==> src/sv/mae_pkg.sv <==
// Shared types and constants of the matrix arithmetic engine.
package mae_pkg;

  localparam int MAX_DIM    = 8;
  localparam int DEPTH      = MAX_DIM * MAX_DIM;
  localparam int AW         = $clog2(DEPTH);
  localparam int IW         = $clog2(MAX_DIM);
  localparam int DW         = 4;
  localparam int FW         = AW + 1;
  localparam int ELEM_WIDTH = 32;
  localparam int CMD_DEPTH  = 4;
  localparam int ACC_W      = 2 * ELEM_WIDTH + 3;
  localparam int DIVD_W     = ELEM_WIDTH + 16;

  localparam logic [1:0] CFG_OP_MODE   = 2'd0;
  localparam logic [1:0] CFG_ROW_COUNT = 2'd1;
  localparam logic [1:0] CFG_COL_COUNT = 2'd2;
  localparam logic [1:0] CFG_SCALAR    = 2'd3;

  typedef enum logic [2:0] {
    OP_ADD, OP_SUB, OP_MATMUL, OP_TRANSPOSE, OP_SADD, OP_SMUL, OP_SDIV, OP_MATVEC
  } op_t;

  typedef enum logic [2:0] {
    S_IDLE, S_ADDR, S_DATA, S_EXEC, S_DIV, S_EMIT
  } state_t;

  typedef struct packed {
    logic                         kind;
    logic signed [ELEM_WIDTH-1:0] elem_value;
    logic                         load_last;
  } in_item_t;

  typedef struct packed {
    logic signed [ELEM_WIDTH-1:0] result_value;
    logic [IW-1:0]                result_row;
    logic [IW-1:0]                result_col;
    logic                         overflow;
    logic                         last;
  } out_item_t;

  typedef struct packed {
    logic                  we;
    logic                  kind;
    logic [AW-1:0]         addr;
    logic [ELEM_WIDTH-1:0] value;
    logic                  start;
  } cmd_t;

  typedef struct packed {
    op_t                          mode;
    logic [DW-1:0]                rows;
    logic [DW-1:0]                cols;
    logic signed [ELEM_WIDTH-1:0] scalar;
  } cfg_t;

endpackage

==> src/sv/mae_cmd_fifo.sv <==
// Command queue between front end and execution back end.
module mae_cmd_fifo (
  input  logic          clk,
  input  logic          rst_n,
  input  logic          push,
  input  mae_pkg::cmd_t wdata,
  output logic          full,
  input  logic          pop,
  output mae_pkg::cmd_t rdata,
  output logic          empty
);
  import mae_pkg::*;

  localparam int PW = $clog2(CMD_DEPTH);

  cmd_t          mem [CMD_DEPTH];
  logic [PW-1:0] wp_r, rp_r;
  logic [PW:0]   cnt_r;
  logic          do_push, do_pop;

  assign full    = (cnt_r == (PW+1)'(CMD_DEPTH));
  assign empty   = (cnt_r == '0);
  assign do_push = push && !full;
  assign do_pop  = pop && !empty;
  assign rdata   = mem[rp_r];

  always_ff @(posedge clk) begin
    if (do_push) mem[wp_r] <= wdata;
  end

  always_ff @(posedge clk) begin
    if (!rst_n) begin
      wp_r  <= '0;
      rp_r  <= '0;
      cnt_r <= '0;
    end else begin
      if (do_push) wp_r <= wp_r + PW'(1);
      if (do_pop) rp_r <= rp_r + PW'(1);
      cnt_r <= cnt_r + (PW+1)'(do_push) - (PW+1)'(do_pop);
    end
  end

endmodule

==> config.mk <==
export PLATFORM = sky130hd
export DESIGN_NAME = mae_cmd_fifo
export DESIGN_NICKNAME = d
export VERILOG_FILES = /design/src/sv/mae_pkg.sv /design/src/sv/mae_cmd_fifo.sv
export SDC_FILE = /design/constraint.sdc
export NUM_CORES = 1
export LEC_CHECK = 0
export BUFFER_PORTS_ARGS = -buffer_cell sky130_fd_sc_hd__buf_2
export CORE_MARGIN = 2
export CORE_UTILIZATION = 35
export DETAILED_ROUTE_END_ITERATION = 10
export GPL_TIMING_DRIVEN = 0
export PLACE_DENSITY = 0.53
export SLEW_MARGIN = 15
export SYNTH_ARGS = -nofsm -noshare
export SYNTH_HDL_FRONTEND = slang
export SYNTH_SLANG_ARGS = --single-unit
==> constraint.sdc <==
create_clock -name clk -period 3.55 [get_ports clk]
set_input_delay 0.355 -clock clk [delete_from_list [all_inputs] [get_ports clk]]
set_output_delay 0.355 -clock clk [all_outputs]
set_load 0.02 [all_outputs]
==> metrics.md <==
| Metric | Value |
|---|---|
| Total Die Area | 0.0195 mm² |
| Outcome | finished clean |
| Cell Area, Synth | 0.00645 mm² |
| TritonCTS Buffers | 17 |
| Fill count | 1622 |
| RSZ-0062 raised after global routing | false |
| Hold Crit Class | in2reg |
| Highest clock rate | 0.439 GHz |
| Floorplan row count | 49 |
| Post-Syn Instances | 266 |
| Post_cts resized | 0 |
| Slew Limit Fails | 0 |
| Overall die width | 140 µm |
| Ys async rst share | 0% |
| YS warnings | 0 |
| Core area | 0.0180 mm² |
| Clk slew on worst S/H paths | 0.07 ns |
| Max-cap violations | 0 |
| Top Ports | 88 |
| Leakage Power | 0.00262 µW |
| Seq/Total Area, Yosys | 79.1% |
| Starting density of the core | 35.8% |
| Setup crit end kind | flip-flop |
| Drt pass-1 iters | 4 |
| Area grow syn2layout | 20.2% |
| Netlist cell types | 23 |
| CTS tree | done |
| Port bufs | 86 |
| Largest net degree at the start of global routing | 42 |
| Final setup vio count | 0 |
| Post-route DRC | 0 |
| Cts-stage hold buffer count | 0 |
| Arrival time worst endpoint | 2.60 ns |
| Antenna violations before repair | 1 |
| Worst-case clock skew | 0.00722 ns |
| Initial drt markers | 153 |
| Post-synth EDFFs | 164 |
| Average cell area after synthesis | 24.3 µm² |
| Highest-count cells in the layout ignoring fill and taps | edfxtp_1, buf_2, mux4_2 |
| Peak supply drop | 0.000367 V |
| Worst-skew pair later-pin latency | 0.42 ns |
| H-tree depth | 4 |
| Period minus WS final | 2.28 ns |
| Nets | 423 |
| Gr ovfl total | 0 |
| WL/cell | 18.9 µm |
| Vias per cell | 4.80 |
| Setup Buffers After CTS | 0 |
| Mapped Nets | 318 |
| Final WL | 11600 µm |
| Number of antenna-violating nets in the routed design | 0 |
| Vias in the first global route | 3176 |
| Layout cells sized above 1 | 44.5% |
| First-pass GRT wire length | 17800 µm |
| GP Congestion | 0.672 |
| Final HPWL DP | 6520 µm |
| GRT Total Usage | 12.5% |
| Number of synthesized register bits | 173 |
| Clock sink total | 173 |
| Setup TNS | 0 ns |
| CTS max path bufs | 2 |
| Kind of critical path | reg2reg |
| Fin crit share | 64.1% |
| Antenna Diode Count | 0 |
| Die Span Y | 140 µm |
| Worst Hold Slack | 0.140 ns |
| CP max FO | 7 |
| Ys flop type | edfxtp_1 |
| Final Hold Fails | 0 |
| CP required | 3.87 ns |
| Worst Tran Pin Value | 0.707 ns |
| Startpoint Class | flip-flop |
| Via count | 2942 |
| Root Driver | clkbuf_16 |
| Slew HR | 52.9% |
| Most common cell after layout, fill and taps aside | edfxtp_1 |
| PD cells | 735 mW/mm² |
[state kept, by name, indices dropped and copies added (netlist names), named ones only]
name / count
mem: 164
cnt_r: 3
wp_r: 2
rp_r: 2
[worst max-delay path, cell delays in order (launching register included)]
cell and delay [ns]:
dfxtp_1 0.34, nor3b_2 0.17, nor2b_1 0.11, buf_2 0.20, inv_1 0.06, ha_1 0.27, inv_1 0.04, ha_1 0.18
fa_1 0.38, xnor2_1 0.15, xnor2_1 0.12, and2_1 0.15
[cells in the mapped netlist, types with 2 or more instances]
cell / n / area share (%)
edfxtp_1: 164 / 76
inv_1: 6 / 0.35
nand2_1: 6 / 0.35
buf_2: 5 / 0.39
xnor2_1: 2 / 0.27
nor2b_1: 2 / 0.19
o21ai_0: 3 / 0.23
buf_12: 4 / 1.2
ha_1: 6 / 1.2
and2_1: 7 / 0.68
dfxtp_1: 9 / 2.8
mux2i_1: 2 / 0.31
mux4_2: 40 / 14
[final timing paths]
kind                                 from          to  slack [ns]  cells past startpoint
worst max-delay path             cnt_r[2]    cnt_r[2]        1.27                     11
worst min-delay path            wdata[10]  mem[1][10]        0.14                      1
worst max register to register   cnt_r[2]    cnt_r[2]        1.27                     11
worst min register to register    rp_r[0]     rp_r[0]        0.50                      2
[cell families (layout without fill, tap and decap cells)]
family | count (synthesis) | count (layout) | share of synthesized area, %
mux | 43 | 43 | 14.7
compound gates | 4 | 4 | 0.349
buf+inv | 18 | 136 | 2.27
flops | 173 | 173 | 79.1
xor+xnor | 2 | 2 | 0.272
simple gates | 19 | 19 | 1.84
fa+ha+maj | 7 | 7 | 1.47
[layer usage]
layer	vias to the layer above	track usage (%)	part of all wire [%]
li1	1320	-	-
met1	1537	16.2	46
met2	68	19.8	48
met3	15	4.09	4.5
met4	2	4.74	1.5
met5	-	0	0.11
[power breakdown]
group	switching (µW)	internal (µW)	total (µW)
clock	779	1040	1820
combinational	759	591	1350
sequential	55.5	2480	2530
total	1590	4110	5700
[metrics by stage]
stage	setup slack, ns	std cells	power [µW]	cell area (µm²)	utilization [%]
2_1_floorplan	1.30	266	3540	6450	-
3_3_place_gp	0.388	581	3950	7170	39.8
3_5_place_dp	1.28	581	3970	7180	39.8
4_1_cts	1.25	613	5790	7750	43.0
5_1_grt	1.13	613	5950	7750	43.0
6_report	1.27	613	5700	7750	43.0
[layout make-up]
cell class              instances  area [µm²]  share of cell area [%]
inverters                       6        22.5                   0.290
plain buffers                  12         124                    1.60
multi-input cells              75        1210                    15.6
clock buffers                  19         433                    5.58
well taps                     229         287                    3.70
clock inverters                13         141                    1.82
flip-flops and latches        173        5100                    65.8
repair buffers                 86         430                    5.55
Note: power is estimated with default switching activity, not from simulation.
