===== config.mk =====
export PLATFORM = sky130hd
export DESIGN_NAME = mae_front
export DESIGN_NICKNAME = d
export VERILOG_FILES = /design/src/sv/mae_pkg.sv /design/src/sv/mae_front.sv
export SDC_FILE = /design/constraint.sdc
export NUM_CORES = 1
export LEC_CHECK = 0
export BUFFER_PORTS_ARGS = -buffer_cell sky130_fd_sc_hd__buf_2
export CAP_MARGIN = 20
export CORE_AREA = 2 2 85 120
export CTS_CLUSTER_SIZE = 14
export DETAILED_ROUTE_END_ITERATION = 8
export DIE_AREA = 0 0 87 122
export PLACE_DENSITY = 0.63
export SETUP_SLACK_MARGIN = 0.3
export SLEW_MARGIN = 20
export SYNTH_ARGS = -nofsm -noshare
export SYNTH_HDL_FRONTEND = slang
export SYNTH_SLANG_ARGS = --single-unit

===== constraint.sdc =====
create_clock -name clk -period 4.11 [get_ports clk]
set_input_delay 0.822 -clock clk [delete_from_list [all_inputs] [get_ports clk]]
set_output_delay 0.822 -clock clk [all_outputs]
set_load 0.01 [all_outputs]

===== src/sv/mae_pkg.sv =====
// Shared types and constants of the matrix arithmetic engine.
package mae_pkg;

  localparam int MAX_DIM    = 8;
  localparam int DEPTH      = MAX_DIM * MAX_DIM;
  localparam int AW         = $clog2(DEPTH);
  localparam int IW         = $clog2(MAX_DIM);
  localparam int DW         = 4;
  localparam int FW         = AW + 1;
  localparam int ELEM_WIDTH = 32;
  localparam int CMD_DEPTH  = 4;
  localparam int ACC_W      = 2 * ELEM_WIDTH + 3;
  localparam int DIVD_W     = ELEM_WIDTH + 16;

  localparam logic [1:0] CFG_OP_MODE   = 2'd0;
  localparam logic [1:0] CFG_ROW_COUNT = 2'd1;
  localparam logic [1:0] CFG_COL_COUNT = 2'd2;
  localparam logic [1:0] CFG_SCALAR    = 2'd3;

  typedef enum logic [2:0] {
    OP_ADD, OP_SUB, OP_MATMUL, OP_TRANSPOSE, OP_SADD, OP_SMUL, OP_SDIV, OP_MATVEC
  } op_t;

  typedef enum logic [2:0] {
    S_IDLE, S_ADDR, S_DATA, S_EXEC, S_DIV, S_EMIT
  } state_t;

  typedef struct packed {
    logic                         kind;
    logic signed [ELEM_WIDTH-1:0] elem_value;
    logic                         load_last;
  } in_item_t;

  typedef struct packed {
    logic signed [ELEM_WIDTH-1:0] result_value;
    logic [IW-1:0]                result_row;
    logic [IW-1:0]                result_col;
    logic                         overflow;
    logic                         last;
  } out_item_t;

  typedef struct packed {
    logic                  we;
    logic                  kind;
    logic [AW-1:0]         addr;
    logic [ELEM_WIDTH-1:0] value;
    logic                  start;
  } cmd_t;

  typedef struct packed {
    op_t                          mode;
    logic [DW-1:0]                rows;
    logic [DW-1:0]                cols;
    logic signed [ELEM_WIDTH-1:0] scalar;
  } cfg_t;

endpackage


===== src/sv/mae_front.sv =====
// Front end: configuration registers, fill counts and command generation.
module mae_front (
  input  logic                     clk,
  input  logic                     rst_n,
  input  logic                     cfg_we,
  input  logic [1:0]               cfg_index,
  input  logic [31:0]              cfg_data,
  input  logic                     in_push,
  input  mae_pkg::in_item_t        in_item,
  output mae_pkg::cmd_t            cmd,
  output mae_pkg::cfg_t            cfg
);
  import mae_pkg::*;

  op_t                   op_r;
  logic [DW-1:0]         rows_r, cols_r;
  logic [ELEM_WIDTH-1:0] scalar_r;
  logic [FW-1:0]         a_fill_r, a_fill_nxt, b_fill_r, b_fill_nxt;
  logic [FW-1:0]         fill;

  always_ff @(posedge clk) begin
    if (!rst_n) begin
      op_r     <= OP_ADD;
      rows_r   <= DW'(MAX_DIM);
      cols_r   <= DW'(MAX_DIM);
      scalar_r <= '0;
    end else if (cfg_we) begin
      case (cfg_index)
        CFG_OP_MODE:   op_r     <= op_t'(cfg_data[2:0]);
        CFG_ROW_COUNT: rows_r   <= cfg_data[DW-1:0];
        CFG_COL_COUNT: cols_r   <= cfg_data[DW-1:0];
        CFG_SCALAR:    scalar_r <= cfg_data[ELEM_WIDTH-1:0];
        default: ;
      endcase
    end
  end

  function automatic logic [DW-1:0] clamp_dim(input logic [DW-1:0] d);
    if (d == '0) return DW'(1);
    if (d > DW'(MAX_DIM)) return DW'(MAX_DIM);
    return d;
  endfunction

  assign cfg.mode   = op_r;
  assign cfg.rows   = clamp_dim(rows_r);
  assign cfg.cols   = clamp_dim(cols_r);
  assign cfg.scalar = scalar_r;

  assign fill      = in_item.kind ? b_fill_r : a_fill_r;
  assign cmd.we    = (fill != FW'(DEPTH));
  assign cmd.kind  = in_item.kind;
  assign cmd.addr  = fill[AW-1:0];
  assign cmd.value = in_item.elem_value;
  assign cmd.start = in_item.load_last;

  always_comb begin
    a_fill_nxt = a_fill_r;
    b_fill_nxt = b_fill_r;
    if (in_push) begin
      if (in_item.load_last) begin
        a_fill_nxt = '0;
        b_fill_nxt = '0;
      end else if (cmd.we) begin
        if (in_item.kind) b_fill_nxt = b_fill_r + FW'(1);
        else a_fill_nxt = a_fill_r + FW'(1);
      end
    end
  end

  always_ff @(posedge clk) begin
    if (!rst_n) begin
      a_fill_r <= '0;
      b_fill_r <= '0;
    end else begin
      a_fill_r <= a_fill_nxt;
      b_fill_r <= b_fill_nxt;
    end
  end

endmodule


==> results.yml <==
drt:
  drc: 0
  drt-vias-per-instance: 4.82
  wl_per_cell_um: 13.1
  drt_wl_total_um: 6530
  num_vias: 2397
  drt_iter0_markers: 61
  postRouteAntennaNets: 0
  drtPass1Iterations: 4
pwr:
  p_sw_share_pct: 23.2
  clkPwrFrac_pct: 49.9
  seqPwrFrac_pct: 42.1
  powerDensity_mw_per_mm2: 410
  power_switching_uw: 319
  leakage_nw: 1.49
  peakVddDrop_uv: 175
  total_power_mw: 1.37
  p_comb_share_pct: 8.1
  intPower_mw: 1.05
finish:
  post-route-util_pct: 34.8
  areaGrowthSynthToFinish_pct: 19.1
  nets: 454
  final_cells: 497
  antenna_cells: 0
  layout-drive-gt1-share_pct: 29.4
  design_area_mm2: 0.00335
clock_tree:
  cts_hold_buf: 0
  cts_setup_buffers: 0
  cts_root_buf: "clkbuf_16"
  clock-sinks: 57
  cts_tree: "built"
  cts_resized: 0
  worst_setup_hold_path_clk_slew_ns: 0.05
  htree_levels: 3
  clk_latency_ns: 0.32
  clockBufferDepth: 2
  numCtsBuffers: 9
floorplan:
  die_x_um: 87
  design.core.area_mm2: 0.00963
  placementRows: 43
  num_io_pins: 156
  die_height_um: 122
  start_util_pct: 29.2
  die-area_mm2: 0.0106
critical_path:
  crit_path_end: "cmd[40]"
  setup.worst_path.start: "in_item[33]"
  r2r_end: "a_fill_r[2]"
  reg2reg_slack_ns: 2.64
  r2r_cells: 4
  cp_max_fo: 19
  worstReg2RegStart: "a_fill_r[0]"
  worstPathArrival_ns: 1.66
  end_kind: "output pin"
  worstPathRequired_ns: 3.29
  start_kind: "primary input"
  path_class: "in -> out"
synthesis:
  synth_edf_count: 0
  yosysSeqAreaShare_pct: 40.6
  synth_nets: 408
  synthCells: 334
  synth-main-ff-cell: "dfxtp_1"
  synthesis.area_mm2: 0.00281
  async_reset_ff_share_pct: 0
  ys_ff_latch: 57
  ys_warn_count: 0
  synth_top_area_share_pct: 40.6
  synth_area_leader_cell: "dfxtp_1"
  synth.area.top_cells: "dfxtp_1 (41%), a21boi_1 (9.9%), nand2_1 (9.7%)"
  syn_area_per_cell_um2: 8.42
  ys_types: 35
global_route:
  antenna_found_initial: 0
  grt_max_degree: 60
  overflow: 0
  grt_pass1_wl_um: 10000
  track_usage_pct: 12.3
  grt_pass1_vias: 2179
timing:
  rsz0062_at_grt: "false"
  worst_hold_slack_ns: 0.448
  worst_clock_skew_ns: 0.00567
  fin_setup_tns_ns: 0
  tightest_slew_ns: 0.852
  hold_violations: 0
  period_share_pct: 60.5
  layout_min_cycle_time_ns: 2.49
  slew_violations: 0
  setup_ws_ns: 1.62
  fmax_mhz: 402
  setup_viol: 0
  max-slew-margin-rel_pct: 43.2
outcome:
  status: "complete, no violations"
placed_design:
  placed_cells_incl_taps: 481
  dp_hpwl_um: 4630
  numPortBuffers: 91
  place_area_mm2: 0.00307
  gp_congestion: 0.841
  pre_cts_slack_ns: 1.65
min_path:
  hold_path_class: "reg -> reg"
job:
  max_cap_viol_count: 0
==> metal layers <==
| metal | vias up | share of wire [%] | GRT usage, % | wire, um |
|---|---|---|---|---|
| li1 | 1183 | - | - | - |
| met1 | 1095 | 39 | 11.6 | 2520 |
| met2 | 80 | 51 | 21.3 | 3320 |
| met3 | 39 | 6.0 | 3.25 | 391 |
| met4 | 0 | 4.6 | 10.6 | 303 |
| met5 | - | 0 | 0 | 0 |
==> registers in the layout, indices dropped and copies added, names as in the netlist <==
name	flops
a_fill_r	7
cols_r	4
b_fill_r	7
op_r	3
rows_r	4
scalar_r	32
==> synth_stat cells (2+ instances only) <==
cell	n
nor4_1	2
mux2i_1	11
a22oi_1	4
nor4_2	2
inv_1	2
mux2_1	6
clkbuf_1	15
buf_4	34
nand4_1	5
o21a_1	2
nand3_1	3
ha_1	2
a31oi_1	6
nand3b_1	2
nor2_1	17
and4_1	4
o21ai_1	8
and4b_1	2
buf_2	7
nand2b_1	3
nor2b_1	18
nand2_1	73
a21boi_1	37
o22ai_1	2
dfxtp_1	57
==> worst max-delay path: stages <==
cell	delay, ns
buf_2	0.30
inv_2	0.09
and4_1	0.22
nor2_1	0.10
buf_2	0.13
==> power groups by stage <==
stage | combinational (mW) | sequential [mW] | clock, mW
2_1_floorplan | 0.0940 | 0.593 | 0
4_1_cts | 0.112 | 0.578 | 0.707
6_report | 0.111 | 0.578 | 0.685
5_1_grt | 0.123 | 0.579 | 0.737
3_3_place_gp | 0.109 | 0.589 | 0
3_5_place_dp | 0.111 | 0.589 | 0
==> placed cells by master (no fill, tap or decap), drive strengths merged, types with 8 or more instances in the layout <==
master	synthesis	layout
a21boi	37	37
buf	41	91
clkbuf	15	11
dfxtp	57	57
mux2i	11	11
nand2	73	73
nor2	17	17
nor2b	18	18
o21ai	8	8
==> worst min-delay path by stage <==
stage,startpoint,endpoint,slack (ns),cells past startpoint
after global routing,scalar_r[7],scalar_r[7],0.47,2
after floorplan,a_fill_r[6],a_fill_r[6],0.48,2
after CTS,scalar_r[2],scalar_r[2],0.45,2
after detailed placement,scalar_r[2],scalar_r[2],0.44,2
final,scalar_r[20],scalar_r[20],0.45,2
after global placement,scalar_r[15],scalar_r[15],0.44,2
==> kinds of logic (layout without fill, tap and decap cells) <==
group                    after synthesis  in the layout  synth area share, %
AO/OA/AOI/OAI                         63             63                 15.9
adder cells (fa/ha/maj)                2              2                0.890
buffers and inverters                 59            110                 12.7
flip-flops                            57             57                 40.6
multiplexers                          17             17                 6.32
AND/OR/NAND/NOR                      136            136                 23.6
==> final cells by class <==
| class | instances | area, um^2 |
|---|---|---|
| fillers | 989 | 6280 |
| well taps | 112 | 140 |
| clock buffers | 11 | 253 |
| clock inverters | 5 | 30.0 |
| repair buffers | 91 | 455 |
| inverters | 3 | 11.3 |
| flip-flops and latches | 57 | 1140 |
| multi-input cells | 218 | 1320 |
Note: power is estimated with default switching activity, not from simulation.
